File: config.mk
export PLATFORM = sky130hd
export DESIGN_NAME = cpn_front_flat
export DESIGN_NICKNAME = d
export VERILOG_FILES = /design/src/hdl/cpn_pkg.sv /design/src/hdl/cpn_if.sv /design/src/hdl/cpn_front.sv /design/src/flat_wrapper.sv
export SDC_FILE = /design/constraint.sdc
export NUM_CORES = 1
export LEC_CHECK = 0
export BUFFER_PORTS_ARGS = -buffer_cell sky130_fd_sc_hd__buf_2
export CAP_MARGIN = 20
export CORE_UTILIZATION = 58
export CTS_BUF_LIST = sky130_fd_sc_hd__clkbuf_2 sky130_fd_sc_hd__clkbuf_4 sky130_fd_sc_hd__clkbuf_8
export CTS_CLUSTER_DIAMETER = 80
export DETAILED_ROUTE_END_ITERATION = 6
export GPL_ROUTABILITY_DRIVEN = 0
export PLACE_DENSITY = 0.87
export SETUP_SLACK_MARGIN = 0.5
export SLEW_MARGIN = 5
export SYNTH_ARGS = -nofsm -noshare
export SYNTH_HDL_FRONTEND = slang
export SYNTH_SLANG_ARGS = --single-unit
File: constraint.sdc
create_clock -name clk -period 12.2 [get_ports clk]
set_input_delay 1.83 -clock clk [delete_from_list [all_inputs] [get_ports clk]]
set_output_delay 1.83 -clock clk [all_outputs]
set_load 0.05 [all_outputs]
File: src/hdl/cpn_pkg.sv
// ----------------------------------------------------------------------------
// cpn_pkg
// shared types, operation codes and fixed-point helpers for the camera pose block
// ----------------------------------------------------------------------------
package cpn_pkg;

    typedef enum logic [2:0] {
        OP_SET_POS   = 3'd0,
        OP_MOVE      = 3'd1,
        OP_STRAFE    = 3'd2,
        OP_FLY       = 3'd3,
        OP_ROT_YAW   = 3'd4,
        OP_ROT_PITCH = 3'd5,
        OP_SET_YAW   = 3'd6,
        OP_SET_PITCH = 3'd7
    } op_t;

    localparam logic [14:0] PITCH_LIMIT_RESET = 15'd8101;
    localparam logic [15:0] QUARTER_TURN      = 16'd16384;
    localparam int          QUEUE_DEPTH       = 2;
    localparam int          QUEUE_AW          = 1;

    // command as it leaves the front end
    typedef struct packed {
        op_t                op;
        logic signed [31:0] distance;
        logic signed [15:0] angle;
        logic               fly_mode;
        logic signed [31:0] new_x;
        logic signed [31:0] new_y;
        logic signed [31:0] new_z;
        logic [14:0]        limit;
    } cmd_t;

    typedef struct packed {
        logic signed [31:0] out_x;
        logic signed [31:0] out_y;
        logic signed [31:0] out_z;
        logic signed [15:0] dir_x;
        logic signed [15:0] dir_y;
        logic signed [15:0] dir_z;
    } res_t;

    // back end sequencer
    typedef enum logic [3:0] {
        ST_IDLE,
        ST_SIN_A,
        ST_SIN_B,
        ST_SIN_C,
        ST_SIN_D,
        ST_MUL_A,
        ST_MUL_B,
        ST_POS,
        ST_DONE
    } state_t;

    // rounded product shift: (p + 8192) >>> 14, floor
    function automatic logic signed [47:0] round14(input logic signed [47:0] p);
        logic signed [47:0] s;
        begin
            s = p + 48'sd8192;
            round14 = s >>> 14;
        end
    endfunction

    // saturating add of a 32-bit position and a wide step
    function automatic logic signed [31:0] sat_add(input logic signed [31:0] p,
                                                    input logic signed [47:0] d);
        logic signed [48:0] s;
        begin
            s = 49'(p) + 49'(d);
            if (s > 49'sd2147483647)
                sat_add = 32'sh7FFFFFFF;
            else if (s < -49'sd2147483648)
                sat_add = 32'sh80000000;
            else
                sat_add = s[31:0];
        end
    endfunction

endpackage

File: src/hdl/cpn_if.sv
// ----------------------------------------------------------------------------
// cpn_cmd_if / cpn_res_if
// valid/ready channels for commands and results
// ----------------------------------------------------------------------------
interface cpn_cmd_if;
    logic               valid;
    logic               ready;
    logic [2:0]         operation;
    logic signed [31:0] distance;
    logic signed [15:0] angle;
    logic               fly_mode;
    logic signed [31:0] new_x;
    logic signed [31:0] new_y;
    logic signed [31:0] new_z;
    modport source (output valid, operation, distance, angle, fly_mode,
                    new_x, new_y, new_z, input ready);
    modport sink (input valid, operation, distance, angle, fly_mode,
                  new_x, new_y, new_z, output ready);
    modport monitor (input valid, ready, operation, distance, angle, fly_mode,
                     new_x, new_y, new_z);
endinterface


File: src/hdl/cpn_front.sv
// ----------------------------------------------------------------------------
// cpn_front
// accepts commands, tags them with the current pitch limit and queues them
// ----------------------------------------------------------------------------
module cpn_front (
    input  logic            clk,
    input  logic            rst_n,
    cpn_cmd_if.sink         cmd,
    input  logic [14:0]     limit,
    output logic            q_valid,
    input  logic            q_pop,
    output cpn_pkg::cmd_t   q_head
);

    cpn_pkg::cmd_t                        slot_reg [cpn_pkg::QUEUE_DEPTH];
    logic [cpn_pkg::QUEUE_AW-1:0]         wr_reg, wr_next;
    logic [cpn_pkg::QUEUE_AW-1:0]         rd_reg, rd_next;
    logic [cpn_pkg::QUEUE_AW:0]           cnt_reg, cnt_next;
    logic                                 push;
    cpn_pkg::cmd_t                        in_cmd;

    // classify the incoming transaction
    always_comb
    begin
        in_cmd.op       = cpn_pkg::op_t'(cmd.operation);
        in_cmd.distance = cmd.distance;
        in_cmd.angle    = cmd.angle;
        in_cmd.fly_mode = cmd.fly_mode;
        in_cmd.new_x    = cmd.new_x;
        in_cmd.new_y    = cmd.new_y;
        in_cmd.new_z    = cmd.new_z;
        in_cmd.limit    = limit;
    end

    assign cmd.ready = (cnt_reg != (cpn_pkg::QUEUE_AW+1)'(cpn_pkg::QUEUE_DEPTH));
    assign push      = cmd.valid && cmd.ready;
    assign q_valid   = (cnt_reg != '0);
    assign q_head    = slot_reg[rd_reg];

    // queue pointers
    always_comb
    begin
        wr_next  = push ? wr_reg + 1'b1 : wr_reg;
        rd_next  = q_pop ? rd_reg + 1'b1 : rd_reg;
        cnt_next = cnt_reg + (push ? 1'b1 : 1'b0) - (q_pop ? 1'b1 : 1'b0);
    end

    always_ff @(posedge clk or negedge rst_n)
    begin
        if (!rst_n)
        begin
            wr_reg  <= '0;
            rd_reg  <= '0;
            cnt_reg <= '0;
        end
        else
        begin
            wr_reg  <= wr_next;
            rd_reg  <= rd_next;
            cnt_reg <= cnt_next;
        end
    end

    // queue storage
    always_ff @(posedge clk)
    begin
        if (push)
            slot_reg[wr_reg] <= in_cmd;
    end

`ifndef SYNTHESIS
    a_no_pop_empty: assert property (@(posedge clk) disable iff (!rst_n)
        q_pop |-> q_valid) else $error("pop from empty queue");
    a_cnt_bound: assert property (@(posedge clk) disable iff (!rst_n)
        cnt_reg <= (cpn_pkg::QUEUE_AW+1)'(cpn_pkg::QUEUE_DEPTH))
        else $error("queue count overflow");
    a_push_count: assert property (@(posedge clk) disable iff (!rst_n)
        (push && !q_pop) |=> cnt_reg == $past(cnt_reg) + 1'b1)
        else $error("queue count lost a push");
`endif

endmodule

File: src/flat_wrapper.sv
// flat-port wrapper written by rule: the top's interface ports become plain ports
module cpn_front_flat 
  (clk, rst_n, limit, q_valid, q_pop, q_head, cmd_valid, cmd_operation, cmd_distance, cmd_angle, cmd_fly_mode, cmd_new_x, cmd_new_y, cmd_new_z, cmd_ready);
  cpn_cmd_if cmd_i ();
  input  logic clk;
  input  logic rst_n;
  input  logic [14:0] limit;
  output logic q_valid;
  input  logic q_pop;
  output cpn_pkg::cmd_t q_head;
  input wire logic [$bits(cmd_i.valid)-1:0] cmd_valid;
  input wire logic [$bits(cmd_i.operation)-1:0] cmd_operation;
  input wire logic [$bits(cmd_i.distance)-1:0] cmd_distance;
  input wire logic [$bits(cmd_i.angle)-1:0] cmd_angle;
  input wire logic [$bits(cmd_i.fly_mode)-1:0] cmd_fly_mode;
  input wire logic [$bits(cmd_i.new_x)-1:0] cmd_new_x;
  input wire logic [$bits(cmd_i.new_y)-1:0] cmd_new_y;
  input wire logic [$bits(cmd_i.new_z)-1:0] cmd_new_z;
  output wire logic [$bits(cmd_i.ready)-1:0] cmd_ready;
  assign cmd_i.valid = cmd_valid;
  assign cmd_i.operation = cmd_operation;
  assign cmd_i.distance = cmd_distance;
  assign cmd_i.angle = cmd_angle;
  assign cmd_i.fly_mode = cmd_fly_mode;
  assign cmd_i.new_x = cmd_new_x;
  assign cmd_i.new_y = cmd_new_y;
  assign cmd_i.new_z = cmd_new_z;
  assign cmd_ready = cmd_i.ready;
  cpn_front u_core (.clk(clk), .rst_n(rst_n), .cmd(cmd_i), .limit(limit), .q_valid(q_valid), .q_pop(q_pop), .q_head(q_head));
endmodule
; Word level (Yosys, flattened, before mapping)
; Memory sizes are Yosys's and may differ from the RTL's.
; Cells that the tools add are included.
[totals]
ff_bits = 4
ramBits = 326
in_bits = 167
out_inout_bits = 165
wordCells = 15
n_memories = 1
[classes]
addsub = 4
eq_ne = 1
mux = 4
reduce_logical = 2
[mem_list]
columns = name, depth, width, rd, rd_clocked_by_memory_dff, wr, line_no
row1 = u_core.slot_reg, 2, 163, 1, 0, 1, cpn_front.sv:15  ; cpn_pkg::cmd_t slot_reg [cpn_pkg::QUEUE_DEPTH];
[ops]
columns = operator, n
row1 = two-way mux 1 bit, 4
row2 = adder 1 bit (second input constant), 2
row3 = adder 2 bit, 1
row4 = inequality test 2 bit (second input constant), 1
row5 = nonzero test 2 bit, 1
row6 = subtractor 2 bit, 1
row7 = logical AND 1 bit, 1

; Longest topological paths before layout
[depth]
ltp_word = 5
ltp_mapped = 5
mapped_depth_nobuf = 5

; Worst setup path after synthesis
; Ideal clock, no wire load.
[synth_timing]
kind = input to register
startpoint = in cmd_valid
endpoint = mem u_core.slot_reg[0][0] in the netlist's numbering, enable pin
setup_time_ns = 0.689
arrival_time_ns = 8.724
required_time_ns = 11.511
setup_slack_ns = 2.787
path_stages = 2
path_buffers = 0
cell_sequence = nand2_1 nor2_1
[synth_between]
elab_chain_len = 3
[synth_lines]
columns = element, line_no
row1 = "start, declared", flat_wrapper.sv:11  ; input wire logic [$bits(cmd_i.valid)-1:0] cmd_valid;
row2 = logical AND 1 bit, cpn_front.sv:36  ; assign push = cmd.valid && cmd.ready;
row3 = two-way mux 1 bit, cpn_front.sv:67  ; if (push)
row4 = two-way mux 1 bit (implied by the code), cpn_front.sv:68  ; slot_reg[wr_reg] <= in_cmd;
row5 = "end, declared", cpn_front.sv:15
; Every way passes these cells.

==> metrics.txt <==
VDD IR-drop max=between 0.2 and 0.25 mV; worst r2r dst=u_core.slot_reg[1][124]; max reg flops=326; combinational fraction of design power=41.7%; Die Wd=146 um; Crit path largest cell delay=0.78 ns; commonest cells after routing, fill and taps aside=buf_2 (331), edfxtp_1 (326), mux2_2 (163); Design Area, Final=0.0148 mm^2; startpoint class of the critical path=flop; Die Area=0.0214 mm^2; cts hold-fix bufs=0; xor-xnor portion of the synthesized cell area=0.291%; worst hold stages=1; Simple-Gate Fraction of Synth Area=less than 1%; net load switching power=1770 uW; #FFs+latches synth=330; largest net degree at the start of global routing=75; slowest CP cell=buf_4; top cells by area, synth=edfxtp_1 (81%), mux2_2 (15%), clkbuf_8 (1.4%); Worst Slack Setup Final=7.64 ns; Die H=approximately 150 um; Worst R2R Setup Slack=roughly 9.1 ns; post-synthesis cell area=0.0121 mm^2; htree depth=2; Yosys top cell by area=edfxtp_1; worst min-delay path class=flop to flop; layout cells sized above 1=62.6%; slew margin rel.=36.1%; Power Dens Cells=286 mW/mm^2; Ports=about 330; largest family of logic cells by synthesized area=multiplexers; Syn-to-layout area delta=23.1%; worst-margin pin slew=0.959 ns; setup total negative slack=0 ns; DRC=0; Crit Path Max Fanout=74; fin. max-slew vios=0; CTS resizes=0; FILL cells=1189; unrepaired setup endpoints after global routing=no; via count=6235; DRT Pass-1 Iters=4; Avg WL per Cell=19.1 um; Syn Inst Count=525; post-synthesis mux area share=15.3%; clock share of power=20.0%; Worst setup startpoint=u_core.rd_reg; status=complete, no violations; # clock sinks=330; number of global-route vias before repair=6535; crit path DAT=between 2 and 3 ns; non-filler cells, final=1206; CTS tree=built; Cell Count Post-Placement=1115; CTS Buf Count=50; post-synthesis sequential area ratio=82.0%; Final Hold Vio Count=0; hold_sp=u_core.wr_reg; dpl cell area=~0.014 mm^2; all-layer global routing usage=21.5%; first-pass GRT wire length=roughly 35 mm; Critical Path Sink Type=primary output; Netlist cell types=16; Post-layout nets=around 1100; initial core utilization=59.4%; setup bufs post-CTS=0; clk_lat worst skew=between 0.5 and 0.6 ns; max cap viols=0; reg2reg path depth=4; Max Fclk=0.219 GHz; final setup vio count=0; Synthesized Nets=693; minimum clock period after layout=4.56 ns; r2r startpoint=u_core.cnt_reg[0]; Pint=2470 uW; GR Overflow Total=0; Sw Share=41.8%; ANT nets after route=0; critical path class=flop to primary output; Place WS=between 7 and 8 ns; CTS root buf=clkbuf_8; Ys Warns=0; HPWL after DPL=14.9 mm; row cnt=52; worst clock skew=about 0.018 ns; Core Region=0.0203 mm^2; Syn Area/Cell=about 23 um^2; commonest non-fill, non-tap cell in the layout=buf_2; Vias/cell=just over 5; Reg clk slew, reported paths=0.06 ns; initial antenna violation count=0; CTS Buffer Depth=3; fin crit share=between 30% and 40%; Leak Pwr=0.00561 uW; Starting DRT DRC Count=approximately 240; Post-Synth Adder-Cell Area=0.104%; Synth Area in Compound Gates=0%; Synth top area share=81.2%; Hold Path Sink=u_core.wr_reg; CP Cell Sequence=buf_4 > mux2_2 > buf_2; PortBufs=331; Routed WL=23.1 mm; sequential share of power=38.4%; Required @ worst endpoint=10.37 ns
-- cell usage after synthesis --
| cell type | instances |
|---|---|
| ha_1 | 1 |
| and3_1 | 1 |
| edfxtp_1 | 326 |
| nor2_1 | 1 |
| xor2_1 | 2 |
| xnor2_1 | 2 |
| nor2b_1 | 1 |
| clkbuf_8 | 12 |
| buf_6 | 6 |
| nand2_1 | 2 |
| mux2_2 | 163 |
| nand2b_1 | 1 |
| dfrtp_1 | 4 |
| mux2i_1 | 1 |
| or2_2 | 1 |
| inv_1 | 1 |
-- through the flow --
step / util [%] / total power, uW / hold WS (ns)
after floorplan: - / 3130 / 0.461
after global placement: 68.4 / 3390 / 0.538
after detailed placement: 68.4 / 3420 / 0.546
after CTS: 73.1 / 4270 / 0.556
after global routing: 73.1 / 4400 / 0.583
final: 73.1 / 4240 / 0.555
-- routing by layer --
layer / wire, um / global-route usage (%) / part of all wire [%]
met1: 8620 / 24.4 / 37
met2: 12000 / 37.7 / 52
met3: 1900 / 7.12 / 8.2
met4: 588 / 7.92 / 2.5
met5: 0 / 0 / 0
-- area by class of cell --
cell class,instances,area [um^2],share of cell area (%)
inverters,1,3.75,0.0253
repair buffers,338,1710,11.5
clock buffers,72,872,5.88
flip-flops and latches,330,9890,66.7
clock inverters,18,77.6,0.523
well taps,270,338,2.28
multi-input cells,176,1940,13.1
diodes,1,2.50,0.0169
-- cell families (layout without fill, tap and decap cells) --
kind of cell | count (synthesis) | in the layout
adder cells (fa/ha/maj) | 1 | 1
buffers and inverters | 19 | 429
multiplexers | 164 | 164
other | 0 | 1
XOR/XNOR | 4 | 4
AND/OR/NAND/NOR | 7 | 7
flip-flops | 330 | 330
-- power by group through the flow --
stage	Sequential, uW	Combinational, uW	Clock [uW]
after detailed placement	1650	1770	0
after global placement	1630	1760	0
after global routing	1640	1830	918
after CTS	1630	1780	866
final	1630	1770	845
after floorplan	1670	1470	0
-- worst max-delay path by stage --
stage | end | cells past startpoint
after detailed placement | u_core.slot_reg[1][122] | 4
after floorplan | u_core.slot_reg[0][0] | 2
after global placement | u_core.slot_reg[1][124] | 4
after CTS | q_head[5] | 3
after global routing | q_head[5] | 3
final | q_head[5] | 3
-- critical path: cells and delay by family (launching register included) --
kind	cells	cell delay [ns]
flops	1	0.65
buf+inv	2	0.99
mux	1	0.44
Power figures use the tool's default switching activity.
